`src/rtl/core/ktr_ram.sv`:
```
module ktr_ram #(
  parameter int unsigned Width = 8,
  parameter int unsigned Depth = 16
) (
  input  logic                     clk_i,
  input  logic                     we_i,
  input  logic [$clog2(Depth)-1:0] waddr_i,
  input  logic [Width-1:0]         wdata_i,
  input  logic                     re_i,
  input  logic [$clog2(Depth)-1:0] raddr_i,
  output logic [Width-1:0]         rdata_o
);

  logic [Width-1:0] mem_q [Depth];
  logic [Width-1:0] rdata_q;

  always_ff @(posedge clk_i) begin
    if (we_i) begin
      mem_q[waddr_i] <= wdata_i;
    end
    if (re_i) begin
      rdata_q <= mem_q[raddr_i];
    end
  end

  assign rdata_o = rdata_q;

endmodule

```
`config.mk`:
```
export PLATFORM = sky130hd
export DESIGN_NAME = ktr_ram
export DESIGN_NICKNAME = d
export VERILOG_FILES = /design/src/rtl/core/ktr_ram.sv
export SDC_FILE = /design/constraint.sdc
export NUM_CORES = 1
export LEC_CHECK = 0
export BUFFER_PORTS_ARGS = -buffer_cell sky130_fd_sc_hd__buf_2
export CAP_MARGIN = 5
export CORE_UTILIZATION = 57
export CTS_BUF_LIST = sky130_fd_sc_hd__clkbuf_2
export DETAILED_ROUTE_END_ITERATION = 10
export PLACE_DENSITY = 0.78
export SKIP_CTS_REPAIR_TIMING = 1
export SLEW_MARGIN = 15
export SYNTH_ARGS = -nofsm -noshare
export SYNTH_HDL_FRONTEND = slang
export SYNTH_SLANG_ARGS = --single-unit
```
`constraint.sdc`:
```
create_clock -name clk_i -period 1.55 [get_ports clk_i]
set_input_delay 0.155 -clock clk_i [delete_from_list [all_inputs] [get_ports clk_i]]
set_output_delay 0.155 -clock clk_i [all_outputs]
set_load 0.005 [all_outputs]
```
==> flow_summary_export.csv <==
group,metric,value,unit
global_route,grt_pass1_vias,2572,
critical_path,worstPathRequired,1.96,ns
routing,wl_per_cell,22.9,um
cts,h-tree-depth,4,
routing,dr.pass1.iters,7,
timing,finClkSkew,0.0204,ns
worst_hold_path,whs_endpoint,"rdata_o[4]",
synth,syn_area,0.00523,mm2
synth,yosys.area.top_type,"edfxtp_1",
routing,vias,2552,
global_route,gr-usage-met3,5.80,%
timing,slew_headroom,72.8,%
synth,synth.avg_cell_area,22.8,um2
pwr,power_leakage,2.04,nW
placed_design,post-dp-hpwl,6080,um
synth,ys_types,18,
cts,clockBufferDepth,2,
synth,syn_nets,248,
synth,synth_edf_count,136,
floorplan,coreArea,0.00881,mm2
floorplan,die_area,0.00956,mm2
critical_path,cp_max_fo,1,
global_route,grt_use_met2,36.6,%
routing,drc_errors,6,
timing,hold_violations,0,
critical_path,crit_type,"reg2reg",
timing,rsz0062_at_grt,"false",
critical_path,rr_endpoint,"rdata_o[6]",
synth,syn_inst,229,
timing,min_period,1.50,ns
cts,cts_root_buf,"clkbuf_2",
global_route,grt_pass1_wl,14700,um
floorplan,ios,27,
placed_design,dp.cells,378,
cells_and_area,nets,320,
floorplan,rows,34,
cts,clk_latency,0.65,ns
timing,finalCritPeriodShare,97.0,%
timing,final-setup-viol-count,0,
timing,fmax,665,MHz
routing,routed_wl,9670,um
global_route,grt_start_max_net_pins,22,
synth,netlist_top_cells_area,"edfxtp_1 (78%), mux4_2 (7.8%), mux4_1 (7.0%)",
worst_hold_path,holdPathStages,5,
cells_and_area,final_core_util,68.5,%
synth,ys.flop_type,"edfxtp_1",
placed_design,place.gp.congestion,0.723,
worst_hold_path,hold_start,"raddr_i[3]",
global_route,grt_usage,22.2,%
global_route,overflow,0,
cells_and_area,syn2layout_area_growth,15.4,%
global_route,grtUsageMet1,29.2,%
critical_path,endpoint_kind,"flop",
critical_path,critPathMaxStageDelay,0.47,ns
critical_path,crit_slowest_cell,"mux4_2",
floorplan,die_x,97.8,um
floorplan,initial_core_util,59.4,%
cts,cts_buffers,17,
synth,ys_top_cells_by_count,"edfxtp_1 (136), mux4_2 (18), a22oi_1 (16), mux4_1 (14), nor2_1 (13)",
pwr,peakVddDrop,524,uV
worst_hold_path,min_path_type,"in2reg",
routing,drt-initial-drc-count,171,
run,max_cap_viol_count,0,
cells_and_area,antenna_cells,0,
cells_and_area,finalNonFillerCells,422,
critical_path,start_kind,"flop",
synth,yosysSeqAreaShare,78.1,%
synth,yosysWarnings,0,
synth,synthArstFlopShare,0,%
critical_path,worst-r2r-setup-slack,0.05,ns
placed_design,port_buffers,26,
cts,cts.sinks,136,
synth,synth.most_common_cell,"edfxtp_1",
cts,clk_pin_slew_worst_paths,0.20,ns
cts,cts_tree,"built",
global_route,busiest_layer,"met2",
critical_path,cp_cell_sequence,"mux4_2, a22oi_1, nand2_1",
routing,drtAntennaViolNets,0,
pwr,power_density,1120,mW/mm2
status,status,"complete, but fails checks",
status,violations,"design-rule violations",
timing,max_slew.worst_pin.slew,0.408,ns
global_route,antenna_found_initial,0,
synth,synth_top_area_share,78.1,%
cells_and_area,layout-drive-gt1-share,32.2,%
critical_path,worstPathArrival,1.92,ns
critical_path,reg2reg_from,"mem_q[1][6]",
timing,finalMaxSlewViolations,0,
synth,ys_ff_latch,136,
routing,vias_per_cell,6.05,
critical_path,r2r_cells,3,
floorplan,die_h,97.8,um
## through the flow
stage / hold WS, ns / setup TNS, ns / instance area, um2 / worst slack [ns] / total power, W
final: 0.125 / 0 / 6030 / 0.0466 / 0.00675
after global routing: 0.0624 / 0 / 6030 / 0.00594 / 0.00698
after CTS: -0.195 / 0 / 5910 / 0.0244 / 0.00678
after detailed placement: 0.543 / -1.12 / 5650 / -0.203 / 0.00464
after global placement: 0.543 / -1.10 / 5650 / -0.210 / 0.00462
after floorplan: 0.254 / 0 / 5230 / 0.113 / 0.00445
## critical path, delay by kind of cell, from the launching register on
family,cells,cell delay (ns)
AOI/OAI and AO/OA,1,0.25
DFF,1,0.42
muxes,1,0.47
and+or+nand+nor,1,0.14
## cells in the final DEF, fill, tap and decap left out
cell type,n
nand2_1,9
nor3_1,3
clkbuf_2,17
or3b_2,1
clkinv_1,2
buf_4,21
nand3b_1,2
and2_1,1
buf_12,4
nand2b_1,2
clkinvlp_4,7
mux4_2,18
a22oi_1,16
inv_6,3
nor2_1,13
dlygate4sd3_1,12
nor2b_1,1
buf_2,26
mux4_1,14
and2b_1,1
nand3_1,1
edfxtp_1,136
bufinv_16,3
nor3_2,1
## area by class of cell
type | instances | area, um2
fill | 531 | 2780
sequential | 136 | 4080
multi-input combinational | 83 | 1060
timing repair buffer | 63 | 488
tap | 108 | 135
clock inverter | 15 | 176
clock buffer | 17 | 85.1
## layer usage
layer	routed length (um)	vias up
li1	-	1129
met1	3870	1303
met2	5040	109
met3	650	11
met4	108	0
met5	0	-
## worst max-delay path by stage
stage	from	to	slack, ns	cells after the start
2_1_floorplan	raddr_i[0]	rdata_o[1]	0.11	5
3_3_place_gp	raddr_i[0]	rdata_o[4]	-0.21	5
3_5_place_dp	raddr_i[0]	rdata_o[2]	-0.20	6
4_1_cts	mem_q[1][6]	rdata_o[6]	0.02	3
5_1_grt	mem_q[0][1]	rdata_o[1]	0.006	3
6_report	mem_q[1][6]	rdata_o[6]	0.05	3
## cell families after synthesis
kind of cell           after synthesis  share of synthesized area [%]
flip-flops                         136                           78.1
multiplexers                        32                           14.8
AO/OA/AOI/OAI                       16                           2.30
AND/OR/NAND/NOR                     35                           3.14
buffers and inverters               10                           1.65
## where the power goes
part / leakage (nW) / switching (W) / total (W) / internal (W)
clock network: 0.131 / 0.00128 / 0.00217 / 0.000896
registers: 1.24 / 0.0000216 / 0.00416 / 0.00414
logic: 0.676 / 0.000217 / 0.000413 / 0.000197
## registers in the layout, indices dropped and copies added, names as in the netlist
signal	cells
mem_q	128
rdata_o	8
Note: power is estimated with default switching activity, not from simulation.
