$ cat src/rtl/core/ktr_pkg.sv
package ktr_pkg;

  localparam int unsigned NumKeys   = 256;
  localparam int unsigned KeyAddrW  = $clog2(NumKeys);
  localparam int unsigned KeyCodeW  = 8;
  localparam int unsigned DeltaW    = 20;
  localparam int unsigned TimeW     = 32;
  localparam int unsigned CfgTimeW  = 24;
  localparam int unsigned CfgIndexW = 4;
  localparam int unsigned KindW     = 2;
  localparam int unsigned EntryW    = TimeW + 1;

  localparam logic [KindW-1:0] KIND_PRESSED  = 2'd0;
  localparam logic [KindW-1:0] KIND_RELEASED = 2'd1;
  localparam logic [KindW-1:0] KIND_REPEAT   = 2'd2;

  localparam logic OP_UPDATE = 1'b0;
  localparam logic OP_CLEAR  = 1'b1;

  localparam logic [CfgIndexW-1:0] CFG_INITIAL_DELAY   = 4'd0;
  localparam logic [CfgIndexW-1:0] CFG_REPEAT_INTERVAL = 4'd1;

  localparam logic [CfgTimeW-1:0] INITIAL_DELAY_RST   = 24'd500000;
  localparam logic [CfgTimeW-1:0] REPEAT_INTERVAL_RST = 24'd33000;

  typedef struct packed {
    logic                opcode;
    logic [KeyCodeW-1:0] key_code;
    logic                key_pressed;
    logic                key_released;
    logic                key_held;
    logic [DeltaW-1:0]   delta_time_us;
  } in_t;

  typedef struct packed {
    logic [KeyCodeW-1:0] event_key;
    logic [KindW-1:0]    event_kind;
  } out_t;

  // One stored key entry.
  typedef struct packed {
    logic             active;
    logic [TimeW-1:0] elapsed;
  } entry_t;

  // Outcome of one key update.
  typedef struct packed {
    entry_t           entry;
    logic             emit;
    logic [KindW-1:0] kind;
  } upd_t;

  // Pointer-button codes carry no keyboard state.
  function automatic logic is_pointer_button(input logic [KeyCodeW-1:0] code);
    return (code == 8'd1) || (code == 8'd2) || (code == 8'd4) ||
           (code == 8'd5) || (code == 8'd6);
  endfunction

endpackage

$ cat src/rtl/core/ktr_update.sv
module ktr_update (
  input  ktr_pkg::entry_t                  entry_i,
  input  logic                             pressed_i,
  input  logic                             released_i,
  input  logic                             held_i,
  input  logic [ktr_pkg::DeltaW-1:0]       delta_i,
  input  logic [ktr_pkg::CfgTimeW-1:0]     delay_i,
  input  logic [ktr_pkg::CfgTimeW-1:0]     interval_i,
  output ktr_pkg::upd_t                    upd_o
);
  import ktr_pkg::*;

  logic [TimeW:0]   sum;
  logic [TimeW-1:0] t_sat;
  logic [TimeW-1:0] delay_w;
  logic [TimeW-1:0] interval_w;

  assign sum        = {1'b0, entry_i.elapsed} + (TimeW + 1)'(delta_i);
  assign t_sat      = sum[TimeW] ? '1 : sum[TimeW-1:0];
  assign delay_w    = TimeW'(delay_i);
  assign interval_w = TimeW'(interval_i);

  always_comb begin
    upd_o               = '0;
    upd_o.entry.active  = entry_i.active;
    upd_o.entry.elapsed = t_sat;
    if (pressed_i || released_i) begin
      // drop the timer on any edge; pressed wins
      upd_o.entry = '0;
      upd_o.emit  = 1'b1;
      upd_o.kind  = pressed_i ? KIND_PRESSED : KIND_RELEASED;
    end else if (held_i) begin
      if (!entry_i.active) begin
        if (t_sat >= delay_w) begin
          upd_o.entry.active  = 1'b1;
          upd_o.entry.elapsed = '0;
          upd_o.emit          = 1'b1;
          upd_o.kind          = KIND_REPEAT;
        end
      end else if (t_sat >= interval_w) begin
        upd_o.entry.elapsed = t_sat - interval_w;
        upd_o.emit          = 1'b1;
        upd_o.kind          = KIND_REPEAT;
      end
    end else begin
      upd_o.entry = '0;
    end
  end

endmodule

$ cat config.mk
export PLATFORM = sky130hd
export DESIGN_NAME = ktr_update
export DESIGN_NICKNAME = d
export VERILOG_FILES = /design/src/rtl/core/ktr_pkg.sv /design/src/rtl/core/ktr_update.sv
export SDC_FILE = /design/constraint.sdc
export NUM_CORES = 1
export LEC_CHECK = 0
export ABC_AREA = 1
export BUFFER_PORTS_ARGS = -buffer_cell sky130_fd_sc_hd__buf_2
export CORE_UTILIZATION = 45
export DETAILED_ROUTE_END_ITERATION = 12
export PLACE_DENSITY_LB_ADDON = 0.25
export SETUP_SLACK_MARGIN = 0.15
export SYNTH_ARGS = -nofsm -noshare
export SYNTH_HDL_FRONTEND = slang
export SYNTH_SLANG_ARGS = --single-unit
$ cat constraint.sdc
create_clock -name vclk -period 6.9
set_input_delay 0.69 -clock vclk [all_inputs]
set_output_delay 0.69 -clock vclk [all_outputs]
set_load 0.005 [all_outputs]
==> results of run 1 <==
-- final timing paths --
path	slack, ns	endpoint
min	1.62	upd_o[0]
max	0.79	upd_o[18]
-- per-stage QoR --
step,instances,utilization
floorplan,1062,-
global placement,1353,0.529
detailed placement,1353,0.529
CTS,1353,0.529
global route,1354,0.531
finish,1354,0.531
-- synthesized netlist by cell type, types with 7 or more instances --
library cell	n
a21oi_1	55
nand3_2	11
xor2_1	28
inv_1	178
nor2_2	9
nor2_4	8
buf_6	7
nand4_1	9
o21ai_0	30
ha_1	68
nand3_1	71
nor3_1	13
xnor2_1	15
nand2_2	18
nor2_1	122
clkbuf_1	7
nand2_1	333
inv_2	12
o21ai_1	16
-- area by class of cell --
type / instances / area, um2 / area share
Timing Repair Buffer: 142 / 719 / 0.112
Inverter: 191 / 717 / 0.112
Tap cell: 168 / 210 / 0.0328
Multi-Input combinational cell: 853 / 4760 / 0.743
-- routing by layer --
layer	share of wire	vias up	track usage	wire (um)
li1	-	3585	-	-
met1	0.47	2883	0.346	7620
met2	0.46	209	0.438	7440
met3	0.055	27	0.0214	900
met5	0	-	0	0
met4	0.018	0	0.0500	286
-- where the power goes --
part / internal, mW / switching (mW)
Clock: 0 / 0
Sequential: 0 / 0
Combinational: 0.295 / 0.510
-- cell families (layout without fill, tap and decap cells) --
logic type	count (synthesis)	count (layout)	share of synthesized area
buf+inv	210	333	0.152
xor+xnor	43	43	0.0675
fa+ha+maj	70	70	0.160
compound gates	123	123	0.120
simple gates	616	617	0.501
-- critical path: cells and delay by family --
family                   cells  cell delay [ns]
adder cells (fa/ha/maj)      4             1.29
AND/OR/NAND/NOR             17             2.04
AO/OA/AOI/OAI                3             0.54
buffers and inverters        6             0.86
==> flow_metrics.env, run 1 <==
export IMPL_final_cell_mix="nand2_1, inv_1, buf_2"
export IMPL_hold_viol=0
export IMPL_die_width_um=113
export IMPL_num_rows=40
export IMPL_place_ws_ns=0.667
export IMPL_slew_viol_final=0
export IMPL_num_vias=6704
export IMPL_drv_cap=0
export IMPL_fin_hold_ws_ns=1.62
export IMPL_final_common_cell="nand2_1"
export IMPL_yosys_warnings=0
export IMPL_synth_top_area_cell="nand2_1"
export IMPL_dieArea_um2=12900
export IMPL_synth_cells=1062
export IMPL_io_buffer_count=140
export IMPL_setup_tns_ns=0
export IMPL_worstSetupPathType="input pin to output port"
export IMPL_grt_pass1_vias=6191
export IMPL_grt_max_degree=34
export IMPL_hold_depth=3
export IMPL_worst_path_most_repeated_cell="nand2_1"
export IMPL_hpwl_um=14200
export IMPL_dpl_instance_area_um2=6380
export IMPL_drtPass1Iterations=5
export IMPL_worst_pin_slew_ns=0.872
export IMPL_grt_ovfl_total=0
export IMPL_grtUsageTotal=0.254
export IMPL_rsz0062_at_grt="false"
export IMPL_dieHeight_um=113
export IMPL_antenna_found_initial=0
export IMPL_ys_types=40
export IMPL_postCtsSetupRepairBufs=0
export IMPL_fin_nets=1362
export IMPL_cts_hold_buf=0
export IMPL_core_um2=12100
export IMPL_syn_nets=1236
export IMPL_critPathMaxStageDelay_ns=0.44
export IMPL_area_growth_pct=14.8
export IMPL_drive_above_1_share=0.181
export IMPL_initial_utilization=0.463
export IMPL_outcome="completed"
export IMPL_seq_cells=0
export IMPL_path_max_fanout=25
export IMPL_n_fill_cell=1348
export IMPL_pin_count=140
export IMPL_setup_slack_ns=0.785
export IMPL_antenna_cells=0
export IMPL_wl_per_cell_um=12.0
export IMPL_slew_headroom=0.417
export IMPL_peakVddDrop_uv=39.2
export IMPL_final_area_um2=6400
export IMPL_drt_iter0_drc=302
export IMPL_finalCriticalPeriod_ns=6.11
export IMPL_post_route_period_util=0.886
export IMPL_setup_viol=0
export IMPL_startpoint_type="input pin"
export IMPL_crit_start="entry_i[0]"
export IMPL_regArea_um2=0
export IMPL_avgSynthCellArea_um2=5.25
export IMPL_total_power_mw=0.805
export IMPL_netlist_area_um2=5580
export IMPL_drt_total_wl_um=16200
export IMPL_grt_first_pass_wirelength_um=27500
export IMPL_clkbuf_count=0
export IMPL_cts_resized=0
export IMPL_slowest_stage="fa_1"
export IMPL_cp_arrival_ns=5.42
export IMPL_drc=0
export IMPL_worstPathRequired_ns=6.21
export IMPL_hp_class="input pin to output port"
export IMPL_synth_top_area_frac=0.224
export IMPL_place_congestion=0.973
export IMPL_synthTopCellsByArea="nand2_1, ha_1, inv_1"
export IMPL_fmax_mhz=164
export IMPL_vias_per_cell=4.95
export IMPL_power_leakage_nw=3.94
export IMPL_crit_path_end_kind="output port"
export IMPL_seq_area_frac_synth=0
export IMPL_p_per_area_nw_per_um2=126
export IMPL_final_antenna_net_count=0
export IMPL_worstHoldStart="pressed_i"
Power figures use the tool's default switching activity.
==> run 2: changes to the inputs <==
Settings changed: CORE_MARGIN set to 4, SKIP_LAST_GASP set to 1.
==> flow_metrics.env, run 2 (synthesis gave the netlist of run 1 again) <==
export IMPL_outcome="completed"
export IMPL_worstPathRequired_ns=6.21
export IMPL_grt_use_met1=0.320
export IMPL_grt_met3_usage=0.00902
export IMPL_fmax_mhz=162
export IMPL_fin_nets=1363
export IMPL_finalCriticalPeriod_ns=6.16
export IMPL_grt_max_degree=34
export IMPL_io_buffer_count=140
export IMPL_place_congestion=0.956
export IMPL_antenna_found_initial=0
export IMPL_setup_viol=0
export IMPL_slew_headroom=0.427
export IMPL_grt_first_pass_wirelength_um=28500
export IMPL_grtUsageTotal=0.230
export IMPL_p_sw_mw=0.510
export IMPL_fin_util=0.531
export IMPL_wl_per_cell_um=12.4
export IMPL_grt_ovfl_total=0
export IMPL_comb_power_share=1.000
export IMPL_crit_start="entry_i[0]"
export IMPL_die_width_um=119
export IMPL_drtPass1Iterations=5
export IMPL_critPathTopFamily="simple AND/OR/NAND/NOR gates"
export IMPL_rsz0062_at_grt="true"
export IMPL_use_met2=0.403
export IMPL_num_rows=40
export IMPL_core_um2=12100
export IMPL_crit_path_end_kind="output port"
export IMPL_area_growth_pct=14.8
export IMPL_sw_frac_of_total=0.631
export IMPL_path_max_fanout=25
export IMPL_hold_viol=0
export IMPL_critical_path_buf_inv_count=6
export IMPL_antenna_cells=0
export IMPL_worstHoldStart="pressed_i"
export IMPL_num_vias=6809
export IMPL_drt_iter0_drc=398
export IMPL_hp_class="input pin to output port"
export IMPL_final_antenna_net_count=0
export IMPL_startpoint_type="input pin"
export IMPL_postCtsSetupRepairBufs=0
export IMPL_vias_per_cell=5.03
export IMPL_setup_tns_ns=0
export IMPL_p_seq_frac=0
export IMPL_worst_pin_slew_ns=0.858
export IMPL_grt_pass1_vias=6339
export IMPL_pin_count=140
export IMPL_final_common_cell="nand2_1"
export IMPL_clkbuf_count=0
export IMPL_worst_path_most_repeated_cell="nand2_1"
export IMPL_post_route_period_util=0.893
export IMPL_cts_hold_buf=0
export IMPL_dieArea_um2=14200
export IMPL_critPathMaxStageDelay_ns=0.44
export IMPL_drive_above_1_share=0.183
export IMPL_p_int_mw=0.298
export IMPL_seq_cells=0
export IMPL_slowest_stage="fa_1"
export IMPL_final_cell_mix="nand2_1, inv_1, buf_2"
export IMPL_dieHeight_um=119
export IMPL_worstSetupPathType="input pin to output port"
export IMPL_hpwl_um=14600
export IMPL_hold_depth=3
export IMPL_drc=0
export IMPL_peakVddDrop_uv=48.0
export IMPL_power_leakage_nw=3.93
export IMPL_p_per_area_nw_per_um2=126
export IMPL_whs_endpoint="upd_o[0]"
export IMPL_cp_arrival_ns=5.47
export IMPL_power_share_clock=0
export IMPL_drv_cap=0
export IMPL_drt_total_wl_um=16800
export IMPL_slew_viol_final=0
export IMPL_busiest_layer="met2"
export IMPL_regArea_um2=0
export IMPL_initial_utilization=0.463
run 2: changes by cell type in the layout (fill, tap and decap cells not counted):
cell | before | now
buf_4 | 1 | 2
nand2_2 | 17 | 18
nand2_4 | 5 | 4
nor2_1 | 122 | 121
nor2_2 | 9 | 10
run 2: power by group through the flow:
stage | Sequential, mW | Combinational (mW) | Clock [mW]
6_report | 0 | 0.808 | 0
5_1_grt | 0 | 0.922 | 0
4_1_cts | 0 | 0.798 | 0
3_5_place_dp | 0 | 0.792 | 0
3_3_place_gp | 0 | 0.793 | 0
2_1_floorplan | 0 | 0.595 | 0
run 2: stage by stage:
step                      std cells  power (mW)  hold slack [ns]  worst slack [ns]  instance area (um2)
after global placement         1354       0.793             1.62             0.820                 6380
after detailed placement       1354       0.792             1.62             0.612                 6380
after global routing           1355       0.922             1.64             0.129                 6410
final                          1355       0.808             1.62             0.739                 6410
after floorplan                1062       0.595             1.41              1.68                 5580
after CTS                      1354       0.798             1.62             0.593                 6380
run 2: area by class of cell:
type / instances / area [um2]
timing repair buffer: 143 / 727
tap: 168 / 210
fill: 1322 / 5650
multi-input combinational: 853 / 4750
inverter: 191 / 717
run 2: how the worst max path moves through the flow:
stage | end | cells past startpoint
after global placement | upd_o[17] | 30
after detailed placement | upd_o[17] | 30
after floorplan | upd_o[19] | 28
after CTS | upd_o[17] | 30
after global routing | upd_o[17] | 30
final | upd_o[17] | 30
run 2: worst min-delay path, cell delays in order:
cell and delay (ns):
buf_2 0.09, nor2_1 0.04, buf_2 0.11
run 2: timing repair:
action / 4_1_cts / 5_1_grt
setup endpoints to repair: 0 / 32
resized for setup: 0 / 3
hold endpoints to repair: 0 / 0
run 2: routing by layer:
layer	share of wire	routed length, um	up-vias
met5	0	0	-
met4	0.013	216	0
met3	0.069	1170	16
met2	0.46	7800	244
met1	0.45	7610	2960
li1	-	-	3589
